File: config.mk
export PLATFORM = sky130hd
export DESIGN_NAME = battery_voltage_gauge_core_flat
export DESIGN_NICKNAME = d
export VERILOG_FILES = /design/src/design/bvg_pkg.sv /design/src/design/bvg_if.sv /design/src/design/bvg_csr.sv /design/src/design/battery_voltage_gauge_core.sv /design/src/flat_wrapper.sv
export SDC_FILE = /design/constraint.sdc
export NUM_CORES = 1
export LEC_CHECK = 0
export ABC_AREA = 1
export BUFFER_PORTS_ARGS = -buffer_cell sky130_fd_sc_hd__buf_2
export CELL_PAD_IN_SITES_DETAIL_PLACEMENT = 0
export CELL_PAD_IN_SITES_GLOBAL_PLACEMENT = 1
export CORE_MARGIN = 5
export CORE_UTILIZATION = 55
export CTS_BUF_LIST = sky130_fd_sc_hd__clkbuf_4 sky130_fd_sc_hd__clkbuf_8
export DETAILED_ROUTE_END_ITERATION = 8
export PLACE_DENSITY = 0.95
export SETUP_SLACK_MARGIN = 0.15
export SLEW_MARGIN = 20
export SYNTH_ARGS = -nofsm -noshare
export SYNTH_HDL_FRONTEND = slang
export SYNTH_SLANG_ARGS = --single-unit
File: constraint.sdc
create_clock -name clock -period 19.2 [get_ports clock]
set_input_delay 1.92 -clock clock [delete_from_list [all_inputs] [get_ports clock]]
set_output_delay 1.92 -clock clock [all_outputs]
set_load 0.005 [all_outputs]
File: src/design/bvg_pkg.sv
// ----------------------------------------------------------------------------
// Battery voltage gauge package
// Field widths, register indexes, configuration struct and the fixed
// charge curve (breakpoints, slopes and reciprocals per segment).
// ----------------------------------------------------------------------------
package bvg_pkg;

   localparam int SAMPLE_W    = 12;
   localparam int RATIO_W     = 4;
   localparam int MV_LIMIT_W  = 14;
   localparam int QMV_W       = 17;
   localparam int MV_W        = 15;
   localparam int PCT_W       = 7;
   localparam int SEG_W       = 3;
   localparam int DIFF_W      = 10;
   localparam int DP_W        = 5;
   localparam int DV_W        = 11;
   localparam int SDIFF_W     = DIFF_W + DP_W;
   localparam int NUM_W       = 16;
   localparam int RECIP_W     = 18;
   localparam int RECIP_SHIFT = 27;
   localparam int QUO_W       = NUM_W + RECIP_W;

   localparam logic [QMV_W-1:0] QMV_MAX  = 17'h1FFFF;
   localparam logic [PCT_W-1:0] PCT_ZERO = 7'd0;
   localparam logic [PCT_W-1:0] PCT_FULL = 7'd100;

   localparam int RECIP_1600 = ((2 ** RECIP_SHIFT) + 1599) / 1600;
   localparam int RECIP_800  = ((2 ** RECIP_SHIFT) + 799) / 800;
   localparam int RECIP_1200 = ((2 ** RECIP_SHIFT) + 1199) / 1200;
   localparam int RECIP_2000 = ((2 ** RECIP_SHIFT) + 1999) / 2000;

   typedef logic [1:0] csr_index_type;

   localparam csr_index_type REG_DIVIDER_RATIO  = 2'd0;
   localparam csr_index_type REG_PLAUSIBLE_LOW  = 2'd1;
   localparam csr_index_type REG_PLAUSIBLE_HIGH = 2'd2;

   typedef logic [SAMPLE_W-1:0]   sample_type;
   typedef logic [MV_LIMIT_W-1:0] csr_data_type;
   typedef logic [QMV_W-1:0]      qmv_type;
   typedef logic [MV_W-1:0]       mv_type;
   typedef logic [PCT_W-1:0]      pct_type;
   typedef logic [SEG_W-1:0]      seg_type;

   typedef struct packed {
      logic [RATIO_W-1:0]    divider_ratio;
      logic [MV_LIMIT_W-1:0] plausible_low_mv;
      logic [MV_LIMIT_W-1:0] plausible_high_mv;
   } cfg_type;

   localparam seg_type SEG_EMPTY = 3'd0;
   localparam seg_type SEG_FULL  = 3'd6;

   function automatic qmv_type bp_qmv(input seg_type i);
      case (i)
         3'd0:    return QMV_W'(13600);
         3'd1:    return QMV_W'(14400);
         3'd2:    return QMV_W'(14800);
         3'd3:    return QMV_W'(15200);
         3'd4:    return QMV_W'(15800);
         3'd5:    return QMV_W'(16800);
         default: return QMV_MAX;
      endcase
   endfunction

   function automatic logic [DP_W-1:0] seg_dp(input seg_type i);
      case (i)
         3'd1:    return DP_W'(10);
         3'd2:    return DP_W'(15);
         3'd3:    return DP_W'(25);
         3'd4:    return DP_W'(25);
         3'd5:    return DP_W'(25);
         default: return DP_W'(0);
      endcase
   endfunction

   function automatic logic [DV_W-1:0] seg_dv(input seg_type i);
      case (i)
         3'd1:    return DV_W'(800);
         3'd2:    return DV_W'(400);
         3'd3:    return DV_W'(400);
         3'd4:    return DV_W'(600);
         3'd5:    return DV_W'(1000);
         default: return DV_W'(0);
      endcase
   endfunction

   function automatic pct_type seg_base_pct(input seg_type i);
      case (i)
         3'd1:    return PCT_W'(0);
         3'd2:    return PCT_W'(10);
         3'd3:    return PCT_W'(25);
         3'd4:    return PCT_W'(50);
         3'd5:    return PCT_W'(75);
         default: return PCT_W'(0);
      endcase
   endfunction

   // reciprocal of twice the segment span, scaled by 2^RECIP_SHIFT, rounded up
   function automatic logic [RECIP_W-1:0] seg_recip(input seg_type i);
      case (i)
         3'd1:    return RECIP_W'(RECIP_1600);
         3'd2:    return RECIP_W'(RECIP_800);
         3'd3:    return RECIP_W'(RECIP_800);
         3'd4:    return RECIP_W'(RECIP_1200);
         3'd5:    return RECIP_W'(RECIP_2000);
         default: return RECIP_W'(0);
      endcase
   endfunction

endpackage

File: src/design/bvg_if.sv
// ----------------------------------------------------------------------------
// Battery voltage gauge channel interfaces
// Sample, result and register write channels with valid/ready handshake.
// ----------------------------------------------------------------------------
interface bvg_req_if import bvg_pkg::*; ();
   logic       valid;
   logic       ready;
   sample_type sample_mv;

   modport source (output valid, output sample_mv, input ready);
   modport sink   (input valid, input sample_mv, output ready);
endinterface

interface bvg_rsp_if import bvg_pkg::*; ();
   logic    valid;
   logic    ready;
   mv_type  battery_mv;
   logic    reading_valid;
   pct_type charge_percent;

   modport source (output valid, output battery_mv, output reading_valid,
                   output charge_percent, input ready);
   modport sink   (input valid, input battery_mv, input reading_valid,
                   input charge_percent, output ready);
endinterface

interface bvg_csr_if import bvg_pkg::*; ();
   logic          valid;
   logic          ready;
   csr_index_type index;
   csr_data_type  data;

   modport source (output valid, output index, output data, input ready);
   modport sink   (input valid, input index, input data, output ready);
endinterface

File: src/design/bvg_csr.sv
// ----------------------------------------------------------------------------
// Battery voltage gauge configuration registers
// Divider ratio and plausible window, written over the register channel.
// ----------------------------------------------------------------------------
module bvg_csr import bvg_pkg::*; (
   input  logic      clock,
   input  logic      reset,
   bvg_csr_if.sink   csr_chan,
   output cfg_type   cfg
);

   cfg_type cfg_ff;

   assign csr_chan.ready = 1'b1;
   assign cfg            = cfg_ff;

   always_ff @(posedge clock) begin
      if (reset) begin
         cfg_ff.divider_ratio     <= RATIO_W'(4);
         cfg_ff.plausible_low_mv  <= MV_LIMIT_W'(2500);
         cfg_ff.plausible_high_mv <= MV_LIMIT_W'(4500);
      end else if (csr_chan.valid) begin
         case (csr_chan.index)
            REG_DIVIDER_RATIO: begin
               cfg_ff.divider_ratio <= csr_chan.data[RATIO_W-1:0];
            end
            REG_PLAUSIBLE_LOW: begin
               cfg_ff.plausible_low_mv <= csr_chan.data;
            end
            REG_PLAUSIBLE_HIGH: begin
               cfg_ff.plausible_high_mv <= csr_chan.data;
            end
            default: begin
            end
         endcase
      end
   end

endmodule

File: src/design/battery_voltage_gauge_core.sv
// ----------------------------------------------------------------------------
// Battery voltage gauge core
// Sums groups of samples, scales to quarter-millivolts, filters plausible
// readings and reports voltage, validity and interpolated charge percent.
// Throughput: one sample item per cycle, but a group's last waits while scale stalls.
// One result item per group; it passes through each stage register below in order.
// Stages: scale, divide and window test, filter, curve segment, percent.
// Reset: registers return to defaults; accumulator and filter are cleared.
// ----------------------------------------------------------------------------
module battery_voltage_gauge_core import bvg_pkg::*; #(
   parameter int unsigned SAMPLES_PER_READING = 16
) (
   input  logic      clock,
   input  logic      reset,
   bvg_req_if.sink   req_chan,
   bvg_rsp_if.source rsp_chan,
   bvg_csr_if.sink   csr_chan
);

   localparam int LOG_N    = $clog2(SAMPLES_PER_READING);
   localparam int SUM_W    = SAMPLE_W + LOG_N;
   localparam int SCALED_W = SUM_W + RATIO_W;
   localparam int X_W      = SCALED_W + 2;
   localparam int K        = X_W + LOG_N;
   localparam int MUL_W    = X_W + 1;
   localparam int PROD_W   = X_W + MUL_W;

   localparam logic [LOG_N-1:0] CNT_LAST = LOG_N'(SAMPLES_PER_READING - 1);
   localparam logic [MUL_W-1:0] RECIP    =
      MUL_W'(((64'd1 << K) + 64'(SAMPLES_PER_READING) - 64'd1) /
             64'(SAMPLES_PER_READING));

   cfg_type cfg;

   bvg_csr u_csr (
      .clock    (clock),
      .reset    (reset),
      .csr_chan (csr_chan),
      .cfg      (cfg)
   );

   // accumulator
   logic [SUM_W-1:0]    sum_ff, sum_in;
   logic [LOG_N-1:0]    count_ff;
   logic                group_done, req_accept;

   // stage registers
   logic                s1_valid_ff, s2_valid_ff, s3_valid_ff, s4_valid_ff, out_valid_ff;
   logic                s1_ready, s2_ready, s3_ready, s4_ready, out_ready;
   logic [SCALED_W-1:0] scaled_ff, scaled_in;
   qmv_type             q_ff, q_in;
   logic                plaus_ff, plaus_in;
   qmv_type             filt_ff, filt_in;
   logic                last_valid_ff;
   seg_type             seg_ff, seg_in;
   logic [NUM_W-1:0]    num_ff, num_in;
   mv_type              mv_ff;
   logic                ok_ff;
   mv_type              battery_mv_ff;
   logic                reading_valid_ff;
   pct_type             charge_ff, charge_in;

   // datapath temporaries
   logic [X_W-1:0]      x_q;
   logic [PROD_W-1:0]   prod_q;
   logic [X_W-1:0]      q_wide;
   logic [SCALED_W-1:0] low_lim, high_lim;
   logic [QMV_W+1:0]    blend;
   logic [DIFF_W-1:0]   diff;
   logic [SDIFF_W-1:0]  sdiff;
   logic [QUO_W-1:0]    quo_full;
   logic [DP_W-1:0]     quo;

   assign out_ready = !out_valid_ff || rsp_chan.ready;
   assign s4_ready  = !s4_valid_ff || out_ready;
   assign s3_ready  = !s3_valid_ff || s4_ready;
   assign s2_ready  = !s2_valid_ff || s3_ready;
   assign s1_ready  = !s1_valid_ff || s2_ready;

   assign group_done     = count_ff == CNT_LAST;
   assign req_chan.ready = !group_done || s1_ready;
   assign req_accept     = req_chan.valid && req_chan.ready;

   // accumulate and scale
   assign sum_in    = sum_ff + SUM_W'(req_chan.sample_mv);
   assign scaled_in = SCALED_W'(sum_in) * SCALED_W'(cfg.divider_ratio);

   always_ff @(posedge clock) begin
      if (reset) begin
         sum_ff   <= '0;
         count_ff <= '0;
      end else if (req_accept) begin
         if (group_done) begin
            sum_ff   <= '0;
            count_ff <= '0;
         end else begin
            sum_ff   <= sum_in;
            count_ff <= count_ff + LOG_N'(1);
         end
      end
   end

   always_ff @(posedge clock) begin
      if (reset) begin
         s1_valid_ff <= 1'b0;
      end else if (s1_ready) begin
         s1_valid_ff <= req_accept && group_done;
      end
      if (req_accept && group_done) begin
         scaled_ff <= scaled_in;
      end
   end

   // divide by group size and test window
   assign x_q      = {scaled_ff, 2'b00};
   assign prod_q   = PROD_W'(x_q) * PROD_W'(RECIP);
   assign q_wide   = X_W'(prod_q >> K);
   assign q_in     = (q_wide > X_W'(QMV_MAX)) ? QMV_MAX : QMV_W'(q_wide);
   assign low_lim  = SCALED_W'(cfg.plausible_low_mv) * SCALED_W'(SAMPLES_PER_READING);
   assign high_lim = SCALED_W'(cfg.plausible_high_mv) * SCALED_W'(SAMPLES_PER_READING);
   assign plaus_in = (scaled_ff >= low_lim) && (scaled_ff <= high_lim);

   always_ff @(posedge clock) begin
      if (reset) begin
         s2_valid_ff <= 1'b0;
      end else if (s2_ready) begin
         s2_valid_ff <= s1_valid_ff;
      end
      if (s1_valid_ff && s2_ready) begin
         q_ff     <= q_in;
         plaus_ff <= plaus_in;
      end
   end

   // filter
   assign blend   = {2'b00, filt_ff} + {1'b0, filt_ff, 1'b0} + {2'b00, q_ff};
   assign filt_in = (plaus_ff && last_valid_ff) ? blend[QMV_W+1:2] : q_ff;

   always_ff @(posedge clock) begin
      if (reset) begin
         s3_valid_ff   <= 1'b0;
         filt_ff       <= '0;
         last_valid_ff <= 1'b0;
      end else begin
         if (s3_ready) begin
            s3_valid_ff <= s2_valid_ff;
         end
         if (s2_valid_ff && s3_ready) begin
            filt_ff       <= filt_in;
            last_valid_ff <= plaus_ff;
         end
      end
   end

   // curve segment and interpolation numerator
   always_comb begin
      seg_in = SEG_FULL;
      for (int i = 5; i >= 0; i--) begin
         if (filt_ff <= bp_qmv(SEG_W'(i))) begin
            seg_in = SEG_W'(i);
         end
      end
   end

   assign diff   = DIFF_W'(filt_ff - bp_qmv(seg_in - SEG_W'(1)));
   assign sdiff  = SDIFF_W'(diff) * SDIFF_W'(seg_dp(seg_in));
   assign num_in = {sdiff, 1'b0} + NUM_W'(seg_dv(seg_in));

   always_ff @(posedge clock) begin
      if (reset) begin
         s4_valid_ff <= 1'b0;
      end else if (s4_ready) begin
         s4_valid_ff <= s3_valid_ff;
      end
      if (s3_valid_ff && s4_ready) begin
         seg_ff <= seg_in;
         num_ff <= num_in;
         mv_ff  <= filt_ff[QMV_W-1:2];
         ok_ff  <= last_valid_ff;
      end
   end

   // percent
   assign quo_full = QUO_W'(num_ff) * QUO_W'(seg_recip(seg_ff));
   assign quo      = quo_full[RECIP_SHIFT +: DP_W];

   always_comb begin
      case (seg_ff)
         SEG_EMPTY: charge_in = PCT_ZERO;
         SEG_FULL:  charge_in = PCT_FULL;
         default:   charge_in = seg_base_pct(seg_ff) + PCT_W'(quo);
      endcase
      if (!ok_ff) begin
         charge_in = PCT_ZERO;
      end
   end

   always_ff @(posedge clock) begin
      if (reset) begin
         out_valid_ff <= 1'b0;
      end else if (out_ready) begin
         out_valid_ff <= s4_valid_ff;
      end
      if (s4_valid_ff && out_ready) begin
         battery_mv_ff    <= mv_ff;
         reading_valid_ff <= ok_ff;
         charge_ff        <= charge_in;
      end
   end

   assign rsp_chan.valid          = out_valid_ff;
   assign rsp_chan.battery_mv     = battery_mv_ff;
   assign rsp_chan.reading_valid  = reading_valid_ff;
   assign rsp_chan.charge_percent = charge_ff;

   a_group_enters : assert property (@(posedge clock) disable iff (reset)
      req_accept && group_done |=> s1_valid_ff)
      else $error("completed group did not enter the scale stage");

   a_filter_holds : assert property (@(posedge clock) disable iff (reset)
      s3_valid_ff && !s4_ready |=> $stable(filt_ff) && $stable(last_valid_ff))
      else $error("filter changed while its item was stalled");

   a_invalid_zero : assert property (@(posedge clock) disable iff (reset)
      rsp_chan.valid && !rsp_chan.reading_valid |-> rsp_chan.charge_percent == PCT_ZERO)
      else $error("invalid reading reported a non-zero percent");

   a_pct_range : assert property (@(posedge clock) disable iff (reset)
      rsp_chan.valid |-> rsp_chan.charge_percent <= PCT_FULL)
      else $error("charge percent above full scale");

endmodule

File: src/flat_wrapper.sv
// flat-port wrapper written by rule: the top's interface ports become plain ports
module battery_voltage_gauge_core_flat import bvg_pkg::*;
#(
   parameter int unsigned SAMPLES_PER_READING = 16
)
  (clock, reset, req_chan_valid, req_chan_sample_mv, req_chan_ready, rsp_chan_valid, rsp_chan_battery_mv, rsp_chan_reading_valid, rsp_chan_charge_percent, rsp_chan_ready, csr_chan_valid, csr_chan_index, csr_chan_data, csr_chan_ready);
  bvg_req_if req_chan_i ();
  bvg_rsp_if rsp_chan_i ();
  bvg_csr_if csr_chan_i ();
  input  logic clock;
  input  logic reset;
  input wire logic [$bits(req_chan_i.valid)-1:0] req_chan_valid;
  input wire logic [$bits(req_chan_i.sample_mv)-1:0] req_chan_sample_mv;
  output wire logic [$bits(req_chan_i.ready)-1:0] req_chan_ready;
  output wire logic [$bits(rsp_chan_i.valid)-1:0] rsp_chan_valid;
  output wire logic [$bits(rsp_chan_i.battery_mv)-1:0] rsp_chan_battery_mv;
  output wire logic [$bits(rsp_chan_i.reading_valid)-1:0] rsp_chan_reading_valid;
  output wire logic [$bits(rsp_chan_i.charge_percent)-1:0] rsp_chan_charge_percent;
  input wire logic [$bits(rsp_chan_i.ready)-1:0] rsp_chan_ready;
  input wire logic [$bits(csr_chan_i.valid)-1:0] csr_chan_valid;
  input wire logic [$bits(csr_chan_i.index)-1:0] csr_chan_index;
  input wire logic [$bits(csr_chan_i.data)-1:0] csr_chan_data;
  output wire logic [$bits(csr_chan_i.ready)-1:0] csr_chan_ready;
  assign req_chan_i.valid = req_chan_valid;
  assign req_chan_i.sample_mv = req_chan_sample_mv;
  assign req_chan_ready = req_chan_i.ready;
  assign rsp_chan_valid = rsp_chan_i.valid;
  assign rsp_chan_battery_mv = rsp_chan_i.battery_mv;
  assign rsp_chan_reading_valid = rsp_chan_i.reading_valid;
  assign rsp_chan_charge_percent = rsp_chan_i.charge_percent;
  assign rsp_chan_i.ready = rsp_chan_ready;
  assign csr_chan_i.valid = csr_chan_valid;
  assign csr_chan_i.index = csr_chan_index;
  assign csr_chan_i.data = csr_chan_data;
  assign csr_chan_ready = csr_chan_i.ready;
  battery_voltage_gauge_core #(.SAMPLES_PER_READING(SAMPLES_PER_READING)) u_core (.clock(clock), .reset(reset), .req_chan(req_chan_i), .rsp_chan(rsp_chan_i), .csr_chan(csr_chan_i));
endmodule
==> results.md <==
- Gr usage total: 0.271
- Pwr dens: 37.2 nW/um^2
- Area after detailed placement: 21800 sq um
- Yosys cell types: 52
- Number of nets at the end of the flow: 3061
- Initial antenna violation count: 0
- Via-per-instance ratio: 5.39
- Max stage delay on crit path: 590 ps
- Synthesized area: 21000 sq um
- Chip height: 205 um
- Leak pwr: 11.2 nW
- Overall power: 0.827 mW
- Yosys warnings: 0
- Mapped Nets: 3014
- Synth Register Bits: 170
- Crit-path slowest cell: clkinv_1
- Number of max-cap violations: 0
- Pin count of the biggest net entering global routing: 40
- Routed wl met2: 26.4 mm
- Critical path data required time: 19440 ps
- Detailed Route WL: 55.2 mm
- Critical path arrival: 8800 ps
- Core Footprint: 37700 sq um
- Commonest non-fill, non-tap cells in the layout: 522 x inv_1, 405 x nand2_1, 278 x fa_1, 257 x ha_1, 225 x nor2_1
- Setup TNS: 0 ps
- GRT overflow: 0
- Max-slew headroom: 0.322
- CTS sink count: 170
- Reg clk slew, reported paths: 110 ps
- Hpwl dp: 46.2 mm
- Vias in the first global route: 17.1k
- Hold Vio Cnt, Final: 0
- Top_reg_cell synth: edfxtp_1
- Placed cells: 2985
- Final Instance Count excl. Fillers: 3017
- Worst-Skew Late Latency: 490 ps
- Antenna-violating nets left: 0
- EDFF count, synth: 95
- Clock buffer depth: 2
- DRC: 0
- GP Congestion: 0.989
- Initial DRC count: 1301
- Initial Util: 0.556
- Worst Slack Setup Final: 10640 ps
- Peak VDD IR: 48.8 uV
- Top Layer Used: met4
- Fraction of registers with async set/reset: 0
- Wire length per cell: 18.3 um
- Post-cts hold buffer count: 0
- Crit Path Class: flip-flop to flip-flop
- Die Area: 42100 sq um
- Clk_skew: 26.0 ps
- Resize count post-CTS: 0
- Hold Path Class: flip-flop to flip-flop
- WL met3: 3.24 mm
- Final instance area: 22200 sq um
- Worst Tran Pin Value: 1010 ps
- Layout area overhead: 5.89%
- H-tree depth: 4
- CTS buffer count: 17
- Chip width: 205 um
- Setup bufs post-CTS: 0
- Post-Syn Area per Cell: 8.57 sq um
- Most common cell on crit path: inv_1
- First-pass GRT wire length: 89.2 mm
- DR pass1 iterations: 6
- CTS tree: done
- WL met1: 23.8 mm
- Setup crit end kind: flip-flop
- Sequential share of the synthesized area: 0.208
- Worst Path Max Fanout: 10
- DP Worst Slack: 10810 ps
- Clock root buffer: clkbuf_8
- Row Count: 71
- Synth Instances: 2446
- Via count: 16.3k
- ANT cells: 0
- CP Launch Type: flip-flop
- Commonest non-fill, non-tap cell in the layout: inv_1
- Ports: 59
- Max frequency: 0.117 GHz
- RSZ-0062 raised after global routing: no
- Final setup fails: 0
- Outcome: finished clean
- Ratio of final minimum period to clock period: 0.446
- Max-slew violation count: 0
- Share of cells above drive strength 1: 0.0587
- # port buffers: 57
- Fin crit period: 8560 ps
[critical path: cells and delay by family, from the launching register on]
kind	cells	cell delay, ps
xor gates and xnor gates	1	380
adders and majority gates	9	4030
buffers and inverters	9	1160
DFF	1	450
and+or+nand+nor	11	2270
[sequential cells by signal, summed over array words and instances, names as in the netlist, 3 cells and up]
name	flops
u_core.q_ff	17
u_core.u_csr.cfg	32
u_core.seg_ff	3
u_core.count_ff	4
u_core.sum_ff	16
u_core.mv_ff	15
u_core.filt_ff	17
u_core.rsp_chan.battery_mv	15
u_core.scaled_ff	20
u_core.rsp_chan.charge_percent	7
u_core.num_ff	15
[metal layers]
layer,GRT usage,vias up
li1,-,7757
met1,0.358,7843
met2,0.461,537
met3,0.0468,113
met4,0.0821,0
met5,0,-
[synth_stat cells (16+ instances only)]
cell	number	area share
o21ai_0	73	0.017
or2_2	28	0.0084
o211ai_1	17	0.0061
nand2_1	405	0.073
inv_1	522	0.093
dfxtp_1	75	0.072
xor2_1	47	0.020
xnor2_1	23	0.0096
nand4_1	18	0.0054
ha_1	257	0.15
fa_1	278	0.27
nand3_1	48	0.011
clkbuf_1	24	0.0043
nor2_1	227	0.041
nor3_1	16	0.0038
edfxtp_1	95	0.14
a21oi_1	178	0.043
[kinds of logic (layout without fill, tap and decap cells)]
group,Yosys count,count (layout),synth area share
compound gates,334,334,0.0892
xor+xnor,70,70,0.0292
fa+ha+maj,535,535,0.419
buf+inv,566,626,0.102
flops,170,170,0.208
other cells,1,1,0.000179
simple gates,770,770,0.153
[stage by stage]
step,hold WS [ps],util
finish,423,0.589
global route,437,0.589
CTS,420,0.589
detailed placement,407,0.578
global placement,401,0.578
floorplan,400,-
[path summary, 6_finish.rpt]
check	from	to	slack, ps	cells past startpoint
max	u_core.seg_ff[0]$_DFFE_PP_	u_core.rsp_chan.charge_percent[4]$_SDFFCE_PN0P_	10640	30
min	u_core.mv_ff[12]$_DFFE_PP_	u_core.rsp_chan.battery_mv[12]$_DFFE_PP_	420	0
min reg2reg	u_core.mv_ff[12]$_DFFE_PP_	u_core.rsp_chan.battery_mv[12]$_DFFE_PP_	420	0
max reg2reg	u_core.seg_ff[0]$_DFFE_PP_	u_core.rsp_chan.charge_percent[4]$_SDFFCE_PN0P_	10640	30
[report_power, final]
group          switching [mW]  internal, mW
Combinational           0.106        0.0587
Sequential            0.00462         0.393
Clock                   0.154         0.110
Total                   0.265         0.562
[layout make-up]
cell class	count	area, sq um
Sequential cell	170	4350
Tap cell	511	639
Clock buffer	17	234
Clock inverter	15	178
Fill cell	3377	15500
Inverter	533	2000
Multi-Input combinational cell	1710	14500
Timing Repair Buffer	61	315
(Power assumes the default switching activity.)
